===== config.mk =====
export PLATFORM = sky130hd
export DESIGN_NAME = json_string_unescape_top_flat
export DESIGN_NICKNAME = d
export VERILOG_FILES = /design/src/sv/jsu_pkg.sv /design/src/sv/jsu_if.sv /design/src/sv/jsu_decode.sv /design/src/sv/json_string_unescape_top.sv /design/src/flat_wrapper.sv
export SDC_FILE = /design/constraint.sdc
export NUM_CORES = 1
export LEC_CHECK = 0
export ABC_AREA = 1
export BUFFER_PORTS_ARGS = -buffer_cell sky130_fd_sc_hd__buf_2
export CAP_MARGIN = 20
export CORE_MARGIN = 10
export CORE_UTILIZATION = 53
export DETAILED_ROUTE_END_ITERATION = 7
export MAX_ROUTING_LAYER = met4
export PLACE_DENSITY = 0.87
export SYNTH_ARGS = -nofsm -noshare
export SYNTH_HDL_FRONTEND = slang
export SYNTH_SLANG_ARGS = --single-unit

===== constraint.sdc =====
create_clock -name clk -period 1.8 [get_ports clk]
set_input_delay 0.18 -clock clk [delete_from_list [all_inputs] [get_ports clk]]
set_output_delay 0.18 -clock clk [all_outputs]
set_load 0.1 [all_outputs]

===== src/sv/jsu_pkg.sv =====
// ----------------------------------------------------------------------------
// jsu_pkg
// Types, codes and character helpers for the JSON string unescaper.
// ----------------------------------------------------------------------------
package jsu_pkg;

    localparam int BYTE_W   = 8;
    localparam int CHAR_W   = 7;
    localparam int STATUS_W = 2;
    localparam int MODE_W   = 3;
    localparam int ACC_W    = 16;
    localparam int HEXCNT_W = 2;

    // decoder modes
    localparam logic [MODE_W-1:0] MODE_IDLE  = 3'd0;
    localparam logic [MODE_W-1:0] MODE_BODY  = 3'd1;
    localparam logic [MODE_W-1:0] MODE_ESC   = 3'd2;
    localparam logic [MODE_W-1:0] MODE_HEX   = 3'd3;
    localparam logic [MODE_W-1:0] MODE_DONE  = 3'd4;
    localparam logic [MODE_W-1:0] MODE_ERROR = 3'd5;

    // reported status
    localparam logic [STATUS_W-1:0] ST_IDLE  = 2'd0;
    localparam logic [STATUS_W-1:0] ST_BUSY  = 2'd1;
    localparam logic [STATUS_W-1:0] ST_DONE  = 2'd2;
    localparam logic [STATUS_W-1:0] ST_ERROR = 2'd3;

    localparam logic [BYTE_W-1:0] QUOTE_CHAR  = 8'h22;
    localparam logic [BYTE_W-1:0] BSLASH_CHAR = 8'h5C;
    localparam logic [BYTE_W-1:0] SLASH_CHAR  = 8'h2F;
    localparam logic [BYTE_W-1:0] U_CHAR      = 8'h75;
    localparam logic [CHAR_W-1:0] SUBST_CHAR  = 7'h3F;
    localparam logic [ACC_W-1:0]  ASCII_MAX   = 16'h007F;
    localparam logic [HEXCNT_W-1:0] HEX_LAST  = 2'd3;

    typedef struct packed {
        logic [BYTE_W-1:0] in_byte;
        logic              start_string;
        logic              body_end;
    } in_item_t;

    typedef struct packed {
        logic              char_valid;
        logic [CHAR_W-1:0] decoded_char;
        logic [STATUS_W-1:0] status;
    } out_item_t;

    typedef struct packed {
        logic [MODE_W-1:0]   mode;
        logic [ACC_W-1:0]    hex_accum;
        logic [HEXCNT_W-1:0] hex_cnt;
    } state_t;

    // {ok, nibble} for one hex digit in either case
    function automatic logic [4:0] hex_digit(input logic [BYTE_W-1:0] b);
        logic [BYTE_W-1:0] d;
        d = '0;
        if (b inside {[8'h30:8'h39]}) begin
            d = b - 8'h30;
            return {1'b1, d[3:0]};
        end
        else if (b inside {[8'h61:8'h66]}) begin
            d = b - 8'h57;
            return {1'b1, d[3:0]};
        end
        else if (b inside {[8'h41:8'h46]}) begin
            d = b - 8'h37;
            return {1'b1, d[3:0]};
        end
        return 5'd0;
    endfunction

    // {ok, character} for the single-character escapes
    function automatic logic [CHAR_W:0] escape_char(input logic [BYTE_W-1:0] b);
        logic [CHAR_W:0] r;
        r = '0;
        case (b)
            QUOTE_CHAR:  r = {1'b1, QUOTE_CHAR[CHAR_W-1:0]};
            BSLASH_CHAR: r = {1'b1, BSLASH_CHAR[CHAR_W-1:0]};
            SLASH_CHAR:  r = {1'b1, SLASH_CHAR[CHAR_W-1:0]};
            8'h62:       r = {1'b1, 7'h08};
            8'h66:       r = {1'b1, 7'h0C};
            8'h6E:       r = {1'b1, 7'h0A};
            8'h72:       r = {1'b1, 7'h0D};
            8'h74:       r = {1'b1, 7'h09};
            default:     r = '0;
        endcase
        return r;
    endfunction

endpackage


===== src/sv/jsu_if.sv =====
// ----------------------------------------------------------------------------
// jsu_in_if / jsu_out_if
// Valid/ready channels carrying raw bytes in and decoded characters out.
// ----------------------------------------------------------------------------
interface jsu_in_if;
    logic                          valid;
    logic                          ready;
    logic [jsu_pkg::BYTE_W-1:0]    in_byte;
    logic                          start_string;
    logic                          body_end;

    modport source (output valid, output in_byte, output start_string,
                    output body_end, input ready);
    modport sink   (input valid, input in_byte, input start_string,
                    input body_end, output ready);
endinterface

interface jsu_out_if;
    logic                          valid;
    logic                          ready;
    logic                          char_valid;
    logic [jsu_pkg::CHAR_W-1:0]    decoded_char;
    logic [jsu_pkg::STATUS_W-1:0]  status;

    modport source (output valid, output char_valid, output decoded_char,
                    output status, input ready);
    modport sink   (input valid, input char_valid, input decoded_char,
                    input status, output ready);
endinterface


===== src/sv/jsu_decode.sv =====
// ----------------------------------------------------------------------------
// jsu_decode
// Next-state and result logic for one byte of a quoted string.
// ----------------------------------------------------------------------------
module jsu_decode (
    input  jsu_pkg::state_t    cur,
    input  jsu_pkg::in_item_t  item,
    output jsu_pkg::state_t    nxt,
    output jsu_pkg::out_item_t res
);
    import jsu_pkg::*;

    logic [BYTE_W-1:0] b;
    logic              last;
    logic [4:0]        hx;
    logic [CHAR_W:0]   esc;
    logic [ACC_W-1:0]  acc_new;

    assign b       = item.in_byte;
    assign last    = item.body_end;
    assign hx      = hex_digit(b);
    assign esc     = escape_char(b);
    assign acc_new = {cur.hex_accum[ACC_W-5:0], hx[3:0]};

    always_comb
    begin
        nxt = cur;
        res = '0;
        res.status = ST_IDLE;
        if (item.start_string)
        begin
            nxt.hex_accum = '0;
            nxt.hex_cnt   = '0;
            if (b != QUOTE_CHAR || last)
            begin
                nxt.mode   = MODE_ERROR;
                res.status = ST_ERROR;
            end
            else
            begin
                nxt.mode   = MODE_BODY;
                res.status = ST_BUSY;
            end
        end
        else
        begin
            case (cur.mode)
                MODE_BODY:
                begin
                    if (b == QUOTE_CHAR)
                    begin
                        nxt.mode   = MODE_DONE;
                        res.status = ST_DONE;
                    end
                    else if (last)
                    begin
                        nxt.mode   = MODE_ERROR;
                        res.status = ST_ERROR;
                    end
                    else if (b == BSLASH_CHAR)
                    begin
                        nxt.mode   = MODE_ESC;
                        res.status = ST_BUSY;
                    end
                    else
                    begin
                        // non-ascii bytes do not fit in seven bits
                        res.char_valid   = 1'b1;
                        res.decoded_char = b[BYTE_W-1] ? SUBST_CHAR : b[CHAR_W-1:0];
                        res.status       = ST_BUSY;
                    end
                end
                MODE_ESC:
                begin
                    if (b == U_CHAR)
                    begin
                        if (last)
                        begin
                            nxt.mode   = MODE_ERROR;
                            res.status = ST_ERROR;
                        end
                        else
                        begin
                            nxt.hex_accum = '0;
                            nxt.hex_cnt   = '0;
                            nxt.mode      = MODE_HEX;
                            res.status    = ST_BUSY;
                        end
                    end
                    else if (!esc[CHAR_W] || last)
                    begin
                        nxt.mode   = MODE_ERROR;
                        res.status = ST_ERROR;
                    end
                    else
                    begin
                        nxt.mode         = MODE_BODY;
                        res.char_valid   = 1'b1;
                        res.decoded_char = esc[CHAR_W-1:0];
                        res.status       = ST_BUSY;
                    end
                end
                MODE_HEX:
                begin
                    if (!hx[4] || last)
                    begin
                        nxt.mode   = MODE_ERROR;
                        res.status = ST_ERROR;
                    end
                    else
                    begin
                        nxt.hex_accum = acc_new;
                        res.status    = ST_BUSY;
                        if (cur.hex_cnt == HEX_LAST)
                        begin
                            nxt.hex_cnt      = '0;
                            nxt.mode         = MODE_BODY;
                            res.char_valid   = 1'b1;
                            res.decoded_char = (acc_new <= ASCII_MAX) ?
                                               acc_new[CHAR_W-1:0] : SUBST_CHAR;
                        end
                        else
                        begin
                            nxt.hex_cnt = HEXCNT_W'(cur.hex_cnt + 2'd1);
                        end
                    end
                end
                MODE_DONE:  res.status = ST_DONE;
                MODE_ERROR: res.status = ST_ERROR;
                default:    res.status = ST_IDLE;
            endcase
        end
    end

endmodule


===== src/sv/json_string_unescape_top.sv =====
// ----------------------------------------------------------------------------
// json_string_unescape_top
// Byte-wide decoder for one quoted JSON string value.
// ----------------------------------------------------------------------------
// in_ch carries one raw byte per transfer, with start_string marking the
// opening quote and body_end marking the last byte of the body. out_ch
// carries exactly one result per input byte: char_valid, decoded_char and a
// status of idle, in progress, complete or error.
// A byte is captured in the input register on its transfer and decoded into
// the result register once that register can advance, and its result is
// offered on out_ch from there.
// One byte per cycle is taken while out_ch does not stall; the decode state
// (mode, hex accumulator, digit count) is updated as each byte's result is
// committed, which is what sets that rate.
// When the receiver stalls, the result register holds and the input register
// fills; in_ch.ready drops only once both are occupied.
// Reset empties both registers and returns the decoder to idle, where it
// reports status idle until a start byte arrives.
// ----------------------------------------------------------------------------
module json_string_unescape_top (
    input  logic      clk,
    input  logic      rst_n,
    jsu_in_if.sink    in_ch,
    jsu_out_if.source out_ch
);
    import jsu_pkg::*;

    logic      s1_valid_reg;
    logic      s1_valid_next;
    in_item_t  s1_item_reg;
    logic      out_valid_reg;
    logic      out_valid_next;
    out_item_t out_item_reg;
    state_t    state_reg;
    state_t    state_next;
    out_item_t res;
    logic      out_adv;
    logic      s1_adv;
    logic      in_fire;

    assign out_adv = !out_valid_reg || out_ch.ready;
    assign s1_adv  = s1_valid_reg && out_adv;
    assign in_ch.ready = !s1_valid_reg || out_adv;
    assign in_fire = in_ch.valid && in_ch.ready;

    assign s1_valid_next  = in_ch.ready ? in_ch.valid : s1_valid_reg;
    assign out_valid_next = out_adv ? s1_valid_reg : out_valid_reg;

    jsu_decode u_decode (
        .cur  (state_reg),
        .item (s1_item_reg),
        .nxt  (state_next),
        .res  (res)
    );

    always_ff @(posedge clk or negedge rst_n)
    begin
        if (!rst_n)
        begin
            s1_valid_reg  <= 1'b0;
            out_valid_reg <= 1'b0;
            state_reg     <= '{mode: MODE_IDLE, hex_accum: '0, hex_cnt: '0};
        end
        else
        begin
            s1_valid_reg  <= s1_valid_next;
            out_valid_reg <= out_valid_next;
            // state moves only when a byte's result is committed
            if (s1_adv)
            begin
                state_reg <= state_next;
            end
        end
    end

    always_ff @(posedge clk)
    begin
        if (in_fire)
        begin
            s1_item_reg <= '{in_byte: in_ch.in_byte, start_string: in_ch.start_string,
                             body_end: in_ch.body_end};
        end
        if (s1_adv)
        begin
            out_item_reg <= res;
        end
    end

    assign out_ch.valid        = out_valid_reg;
    assign out_ch.char_valid   = out_item_reg.char_valid;
    assign out_ch.decoded_char = out_item_reg.decoded_char;
    assign out_ch.status       = out_item_reg.status;

    // a character is only ever emitted mid-string
    a_char_busy: assert property (@(posedge clk) disable iff (!rst_n)
        out_valid_reg && out_item_reg.char_valid |-> out_item_reg.status == ST_BUSY)
        else $error("character emitted outside a string");

    a_char_zero: assert property (@(posedge clk) disable iff (!rst_n)
        out_valid_reg && !out_item_reg.char_valid |-> out_item_reg.decoded_char == '0)
        else $error("decoded_char not cleared without a character");

    // digit count only runs inside a unicode escape, or is left over by a bad one
    a_hex_cnt: assert property (@(posedge clk) disable iff (!rst_n)
        state_reg.hex_cnt != '0 |-> state_reg.mode == MODE_HEX
                                   || state_reg.mode == MODE_ERROR)
        else $error("hex digit count set outside a unicode escape");

    a_in_capture: assert property (@(posedge clk) disable iff (!rst_n)
        in_fire |=> s1_valid_reg)
        else $error("accepted byte lost from the input register");

    a_state_hold: assert property (@(posedge clk) disable iff (!rst_n)
        !s1_adv |=> $stable(state_reg))
        else $error("decode state changed without a committed byte");

endmodule

===== src/flat_wrapper.sv =====
// flat-port wrapper written by rule: the top's interface ports become plain ports
module json_string_unescape_top_flat import jsu_pkg::*;
  (clk, rst_n, in_ch_valid, in_ch_in_byte, in_ch_start_string, in_ch_body_end, in_ch_ready, out_ch_valid, out_ch_char_valid, out_ch_decoded_char, out_ch_status, out_ch_ready);
  jsu_in_if in_ch_i ();
  jsu_out_if out_ch_i ();
  input  logic clk;
  input  logic rst_n;
  input wire logic [$bits(in_ch_i.valid)-1:0] in_ch_valid;
  input wire logic [$bits(in_ch_i.in_byte)-1:0] in_ch_in_byte;
  input wire logic [$bits(in_ch_i.start_string)-1:0] in_ch_start_string;
  input wire logic [$bits(in_ch_i.body_end)-1:0] in_ch_body_end;
  output wire logic [$bits(in_ch_i.ready)-1:0] in_ch_ready;
  output wire logic [$bits(out_ch_i.valid)-1:0] out_ch_valid;
  output wire logic [$bits(out_ch_i.char_valid)-1:0] out_ch_char_valid;
  output wire logic [$bits(out_ch_i.decoded_char)-1:0] out_ch_decoded_char;
  output wire logic [$bits(out_ch_i.status)-1:0] out_ch_status;
  input wire logic [$bits(out_ch_i.ready)-1:0] out_ch_ready;
  assign in_ch_i.valid = in_ch_valid;
  assign in_ch_i.in_byte = in_ch_in_byte;
  assign in_ch_i.start_string = in_ch_start_string;
  assign in_ch_i.body_end = in_ch_body_end;
  assign in_ch_ready = in_ch_i.ready;
  assign out_ch_valid = out_ch_i.valid;
  assign out_ch_char_valid = out_ch_i.char_valid;
  assign out_ch_decoded_char = out_ch_i.decoded_char;
  assign out_ch_status = out_ch_i.status;
  assign out_ch_i.ready = out_ch_ready;
  json_string_unescape_top u_core (.clk(clk), .rst_n(rst_n), .in_ch(in_ch_i), .out_ch(out_ch_i));
endmodule

==> summary.txt, run 1 <==
Run status
  • Outcome: finished with violations
  • Failing checks: negative setup slack

Synth
  • Area leader, netlist: edfxtp_1
  • Ys flop type: edfxtp_1
  • Mean Syn Cell Area: roughly 8.0 um^2
  • Synthesized Nets: about 320
  • Distinct cells, synth: 28
  • Sequential-to-total area share from yosys stat: 45.6%
  • Synth area leaders: edfxtp_1, dfrtp_1, nand2_1
  • Yosys warns: 0
  • Synth Cell Area: 0.00236 mm^2
  • Post-synth EDFFs: 20
  • Cells after Synth: slightly below 300
  • Synth top area share: between 20% and 30%
  • Synthesized flop and latch total: 39
  • Ys async rst share: a little under 50%

Clock network
  • CTS tree: yes
  • Clk sink count: 39
  • Worst-path clk slew: around 0.080 ns
  • Clk_lat worst skew: 0.31 ns
  • CTS Buffer Depth: 2
  • Root Buffer: clkbuf_8
  • H-tree depth: 2
  • TritonCTS Buffers: 5

Floorplan
  • Chip Height: 86.7 um
  • Initial core utilization: 54.5%
  • Die area: between 0.007 and 0.008 mm^2
  • CORE AREA: around 0.0043 mm^2
  • Die W: slightly below 90 um
  • FP Rows: 24
  • Io pins: 26

Timing
  • Fmax: roughly 0.48 GHz
  • Setup TNS: -5.39 ns
  • Hold_ws: 0.0407 ns
  • RSZ-0062 raised after global routing: yes
  • Setup WS post-layout: -0.280 ns
  • Actual slew at the worst max-slew pin: 0.491 ns
  • Period utilisation layout: 116%
  • Endpoints failing setup: 27
  • Minimum clock period: 2.08 ns
  • Clock skew: just over 0.01 ns
  • Slew margin rel.: 67.5%
  • Count of final hold-check violations: 0
  • Final Max Slew Viols: 0

Power
  • Peak supply drop: between 0.0006 and 0.0007 V
  • Part of the power in registers: between 30% and 40%
  • P_sw: 0.00127 W
  • Internal power: 0.00169 W
  • Gate power share: between 40% and 50%
  • Clock share of power: 20.4%
  • PwrDens: 880 mW/mm^2
  • Leak: about 1.6 nW
  • Switching share of power: 43.0%

Place
  • Gpl congestion: 1.01
  • Number of port buffers: 25
  • Hpwl dp: between 4000 and 5000 um
  • Post-DP Area: 0.00281 mm^2

Run
  • Max-cap violations: 0

Worst setup path
  • Cell mode on critical path: inv_1
  • Critical Path Start: u_core.state_reg[19]$_DFFE_PN0P_
  • WP data required: between 1.5 and 2 ns
  • Critical path type: reg2reg
  • Crit-path max cell delay: roughly 0.42 ns
  • CP cell instances: inv_1, nand2_1, nor2_1, inv_1, nand2_1, inv_1, nor2_1, inv_1, a21oi_1
  • Worst path bufs/invs: 4
  • Worst setup SP type: flop
  • Crit. End Element: flop
  • R2R depth: 9
  • CP arrival: about 2.2 ns
  • Reg2Reg Launch Point: u_core.state_reg[19]$_DFFE_PN0P_
  • R2r setup slk: -0.28 ns
  • CP max FO: 6
  • CP max-delay cell: dfrtp_1
  • R2R Path End: u_core.out_ch.decoded_char[5]$_SDFFCE_PP0P_
  • Top Family by Delay on Critical Path: simple AND/OR/NAND/NOR gates

Finish
  • Layout area overhead: 42.7%
  • Nets: 390
  • Final instance area: roughly 0.0034 mm^2
  • Flip-flop count of the largest register after layout: 17
  • Layout cells sized above 1: 50.4%
  • Inserted Diodes: 0

Global route
  • Largest net degree at the start of global routing: 20
  • Met2 usage: between 30 and 40%
  • M1 GR Usage: around a fifth
  • First-pass GRT wire length: ~11,000 um
  • Total track usage: a little under a fifth
  • Number of global-route vias before repair: about 2,400
  • Gr ovfl total: 0
  • Antenna violations before repair: 0
  • Most used routing layer: met2
  • GR Util met3: under 10%

Worst hold path
  • Hold path startpoint: in_ch_body_end
  • Worst Hold Class: in2reg
  • Worst hold path depth: 1
  • Hold Path End: u_core.s1_item_reg[0]$_DFFE_PP_

Detailed routing
  • DRC viols: 0
  • Final WL: ~7400 um
  • Antenna Violating Nets Remaining: 0
  • Starting DRT DRC Count: ~210
  • First-pass detailed-route iteration total: 8
  • Routed len/inst: around 18 um
  • Vias: 2,392
  • Vias per std cell: around 5.7
[layout make-up]
class	instances	area, um^2
inverters	39	159
fillers	268	960
flip-flops and latches	39	1080
repair buffers	72	515
clock buffers	5	68.8
multi-input cells	211	1460
clock inverters	3	17.5
well taps	52	65.1
[routing by layer]
layer / up-vias / share of wire (%)
li1: 1117 / -
met1: 1087 / 37
met2: 148 / 50
met3: 40 / 8.1
met4: 0 / 4.5
met5: - / 0
[synthesized netlist by cell type (3+ instances only)]
cell / number
o21ai_2: 11
nand3_1: 20
nor4_1: 4
inv_1: 32
dfrtp_1: 19
inv_2: 7
nor2_1: 27
edfxtp_1: 20
ha_1: 8
nand2_4: 4
a21oi_1: 19
nand2_1: 82
nand2_2: 6
nand4_1: 3
o21ai_0: 7
nor2_2: 4
a31oi_1: 3
o21ai_1: 4
[timing repair]
action | CTS | global route
setup endpoints to repair | 26 | 27
resized for setup | 45 | 54
endpoints found under the hold margin | 19 | 0
pin swaps | 12 | 21
buffers inserted | 10 | 3
hold buffers | 1 | 0
[power groups by stage]
stage	Sequential (W)	Clock, W	Combinational (W)
CTS	0.00112	0.000604	0.00104
global route	0.00114	0.000644	0.00131
global placement	0.00113	0	0.000955
detailed placement	0.00113	0	0.000960
finish	0.00113	0.000604	0.00123
floorplan	0.00136	0	0.000481
[stage by stage]
step	power, W	util (%)	std cells	setup WS [ns]
2_1_floorplan	0.00184	-	293	0.0115
3_3_place_gp	0.00209	64.9	400	-0.144
3_5_place_dp	0.00209	64.9	400	-0.152
4_1_cts	0.00276	73.0	419	-0.100
5_1_grt	0.00310	77.8	421	-0.407
6_report	0.00296	77.8	421	-0.280
[worst max-delay path by stage]
| stage | endpoint | depth (start not counted) | slack, ns |
|---|---|---|---|
| final | u_core.out_ch.decoded_char[5]$_SDFFCE_PP0P_ | 9 | -0.28 |
| after detailed placement | u_core.state_reg[6]$_DFFE_PN0P_ | 14 | -0.15 |
| after global placement | u_core.out_ch.decoded_char[0]$_SDFFCE_PP0P_ | 12 | -0.14 |
| after global routing | u_core.out_ch.decoded_char[6]$_SDFFCE_PP0P_ | 9 | -0.41 |
| after CTS | u_core.out_ch.decoded_char[2]$_SDFFCE_PP0P_ | 14 | -0.10 |
| after floorplan | u_core.state_reg[5]$_DFFE_PN0P_ | 14 | 0.01 |
[cell families after synthesis]
family	Yosys count	synth area share [%]
AND/OR/NAND/NOR	157	30.6
buffers and inverters	43	7.64
adder cells (fa/ha/maj)	8	4.24
AO/OA/AOI/OAI	46	11.9
flip-flops	39	45.6
[cells in the final DEF (no fill, tap or decap), types with 2 or more instances in the layout]
master / n
a21oi_1: 9
a21oi_2: 10
a31oi_1: 2
buf_2: 25
buf_4: 39
buf_6: 6
clkbuf_8: 5
dfrtp_1: 18
edfxtp_1: 20
ha_1: 3
ha_4: 5
inv_1: 27
inv_2: 7
inv_4: 7
nand2_1: 54
nand2_2: 28
nand2_4: 10
nand3_1: 11
nand3_2: 7
nand3_4: 4
nand4_1: 3
nor2_1: 20
nor2_2: 7
nor2_4: 4
nor3_2: 2
nor4_1: 4
o21ai_0: 5
o21ai_1: 4
o21ai_2: 12
(Power assumes the default switching activity.)
==> inputs of run 2 (changes only) <==
--- a/config.mk
+++ b/config.mk
@@ -13,6 +13,7 @@
 export DETAILED_ROUTE_END_ITERATION = 7
 export MAX_ROUTING_LAYER = met4
 export PLACE_DENSITY = 0.87
+export RECOVER_POWER = 50
 export SYNTH_ARGS = -nofsm -noshare
 export SYNTH_HDL_FRONTEND = slang
 export SYNTH_SLANG_ARGS = --single-unit
==> run 2 against run 1 <==
  * The flow still finishes with violations (negative setup slack)
  * Via count grew 0.25%
  * Highest routed layer unchanged
  * Power is essentially flat
  * Final area is essentially flat
  * Count of clock-buffer cells in the layout is the same
  * Register-to-register slack is essentially flat
  * Combinational power is essentially flat
  * Fmax is essentially flat
  * Critical path depth is the same
  * Utilization shrank 0.058 points
  * Global-route usage is the same
==> summary.txt, run 2 (synthesized netlist as in run 1, its figures left out) <==
Run status
  • Outcome: finished with violations
  • Failing checks: negative setup slack

Finish
  • Nets: 390 (unchanged)
  • Most common library cell in the layout ignoring fill and taps: nand2_1
  • Post-layout util: 77.7% (about the same)
  • Most frequent cells in the layout: nand2_1, buf_4, nand2_2
  • Layout cells sized above 1: 49.9% (-0.54 points)
  • Final instance area: 0.00336 mm^2 (about the same)
  • Layout area overhead: 42.5% (about the same)
  • Flip-flop count of the largest register after layout: 17 (unchanged)
  • Inserted Diodes: 0 (unchanged)

Worst setup path
  • Top Family by Delay on Critical Path: simple AND/OR/NAND/NOR gates
  • Worst setup SP type: flop
  • Worst path bufs/invs: 4 (unchanged)
  • CP cell instances: inv_1, nand2_1, nor2_1, inv_1, nand2_1, inv_1, nor2_1, inv_1, a21oi_1
  • Critical path type: reg2reg
  • Crit. End Element: flop
  • CP arrival: 2.23 ns (about the same)
  • CP max FO: 6 (unchanged)
  • Cell mode on critical path: inv_1
  • Crit-path max cell delay: 0.42 ns (about the same)
  • CP max-delay cell: dfrtp_1
  • WP data required: 1.95 ns (about the same)

Global route
  • Total track usage: 18.4% (unchanged)
  • Number of global-route vias before repair: 2,356 (unchanged)
  • Gr ovfl total: 0 (unchanged)
  • Largest net degree at the start of global routing: 20 (unchanged)
  • First-pass GRT wire length: 10,800 um (unchanged)
  • Antenna violations before repair: 0 (unchanged)

Power
  • Clock share of power: 20.4% (about the same)
  • Part of the power in registers: 38.2% (about the same)
  • PwrDens: 881 mW/mm^2 (+0.14%)
  • Total power: 0.00296 W (about the same)
  • Gate power share: 41.4% (about the same)
  • Internal power: 0.00169 W (about the same)
  • Leak: 1.56 nW (-0.13%)
  • Peak supply drop: 0.000656 V (about the same)
  • Switching share of power: 43.1% (+0.072 points)
  • P_sw: 0.00128 W (+0.24%)

Run
  • Max-cap violations: 0 (unchanged)

Floorplan
  • Chip Height: 86.7 um (unchanged)
  • FP Rows: 24 (unchanged)
  • Io pins: 26 (unchanged)
  • Die area: 0.00752 mm^2 (unchanged)
  • Initial core utilization: 54.5% (unchanged)
  • Die W: 86.7 um (unchanged)
  • CORE AREA: 0.00432 mm^2 (unchanged)

Detailed routing
  • First-pass detailed-route iteration total: 5 (-3)
  • Starting DRT DRC Count: 209 (unchanged)
  • Routed len/inst: 17.6 um (+0.28%)
  • DRC viols: 0 (unchanged)
  • Antenna Violating Nets Remaining: 0 (unchanged)
  • Vias per std cell: 5.70 (+0.25%)
  • Vias: 2,398 (+0.25%)
  • Final WL: 7400 um (+0.28%)

Timing
  • Clock skew: 0.0104 ns (+0.0000669 ns)
  • Setup TNS: -5.40 ns (-0.00860 ns)
  • Period utilisation layout: 116% (about the same)
  • Slew margin rel.: 30.5% (-37 points)
  • Final Max Slew Viols: 0 (unchanged)
  • Count of final hold-check violations: 0 (unchanged)
  • Minimum clock period: 2.08 ns (-0.000884 ns)
  • Fmax: 0.481 GHz (about the same)
  • Actual slew at the worst max-slew pin: 1.04 ns (+0.551 ns)
  • RSZ-0062 raised after global routing: yes
  • Setup WS post-layout: -0.279 ns (+0.000884 ns)
  • Hold_ws: 0.0423 ns (+0.00160 ns)
  • Endpoints failing setup: 27 (unchanged)

Place
  • Post-DP Area: 0.00281 mm^2 (unchanged)
  • Hpwl dp: 4210 um (unchanged)
  • Gpl congestion: 1.01 (unchanged)
  • Number of port buffers: 25 (unchanged)

Clock network
  • CTS Buffer Depth: 2 (unchanged)
  • Worst-path clk slew: 0.08 ns (about the same)
  • Root Buffer: clkbuf_8
  • CTS tree: yes
  • TritonCTS Buffers: 5 (unchanged)
  • Clk sink count: 39 (unchanged)
  • Clk_lat worst skew: 0.31 ns (about the same)
  • H-tree depth: 2 (unchanged)

Worst hold path
  • Worst Hold Class: in2reg
## run 2: what timing repair did
action / in CTS / in global routing
setup buffers: 10 / 3
hold buffers: 1 / 0
pin swaps: 12 / 21
gates resized for setup: 45 / 54
gates cloned: 0 / 0
hold endpoints to repair: 19 / 0
endpoints found under the setup margin: 26 / 27
## run 2: power by group through the flow
stage / clock [W] / sequential, W / combinational [W]
3_3_place_gp: 0 / 0.00113 / 0.000955
6_report: 0.000604 / 0.00113 / 0.00123
5_1_grt: 0.000644 / 0.00114 / 0.00131
3_5_place_dp: 0 / 0.00113 / 0.000960
2_1_floorplan: 0 / 0.00136 / 0.000481
4_1_cts: 0.000604 / 0.00112 / 0.00104
## run 2: routing by layer
metal / GRT usage [%] / up-vias / part of all wire [%]
met5: - / - / 0
met4: 8.39 / 0 / 5.1
met3: 4.22 / 46 / 8.4
met2: 31.3 / 145 / 49
met1: 19.9 / 1090 / 37
li1: - / 1117 / -
## run 2: path summary, 6_finish.rpt
kind                                                          endpoint  slack, ns                              from  cells after the start
hold / removal                         u_core.s1_item_reg[0]$_DFFE_PP_       0.04                    in_ch_body_end                      1
max in group asynchronous              u_core.state_reg[1]$_DFFE_PN0P_       0.61                             rst_n                      2
setup / recovery           u_core.out_ch.decoded_char[5]$_SDFFCE_PP0P_      -0.28  u_core.state_reg[19]$_DFFE_PN0P_                      9
min in group asynchronous              u_core.state_reg[9]$_DFFE_PN0P_       0.56                             rst_n                      2
setup reg to reg           u_core.out_ch.decoded_char[5]$_SDFFCE_PP0P_      -0.28  u_core.state_reg[19]$_DFFE_PN0P_                      9
hold reg to reg                       u_core.state_reg[13]$_DFFE_PN0P_       0.50  u_core.state_reg[13]$_DFFE_PN0P_                      2
## run 2: area by class of cell
| class | instances | area [um^2] |
|---|---|---|
| Multi-Input combinational cell | 211 | 1460 |
| Tap cell | 52 | 65.1 |
| Fill cell | 269 | 962 |
| Sequential cell | 39 | 1080 |
| Inverter | 39 | 159 |
| Clock inverter | 3 | 17.5 |
| Timing Repair Buffer | 72 | 514 |
| Clock buffer | 5 | 68.8 |
## run 2: worst register-to-register path, stage by stage (launching register included)
cell	delay (ns)
dfrtp_1	0.42
inv_1	0.15
nand2_1	0.09
nor2_1	0.34
inv_1	0.15
nand2_1	0.15
inv_1	0.08
nor2_1	0.20
inv_1	0.17
a21oi_1	0.18
## run 2: through the flow
stage,instances,worst slack (ns)
after floorplan,293,0.0115
after global placement,400,-0.144
after detailed placement,400,-0.152
after CTS,419,-0.100
after global routing,421,-0.407
final,421,-0.279
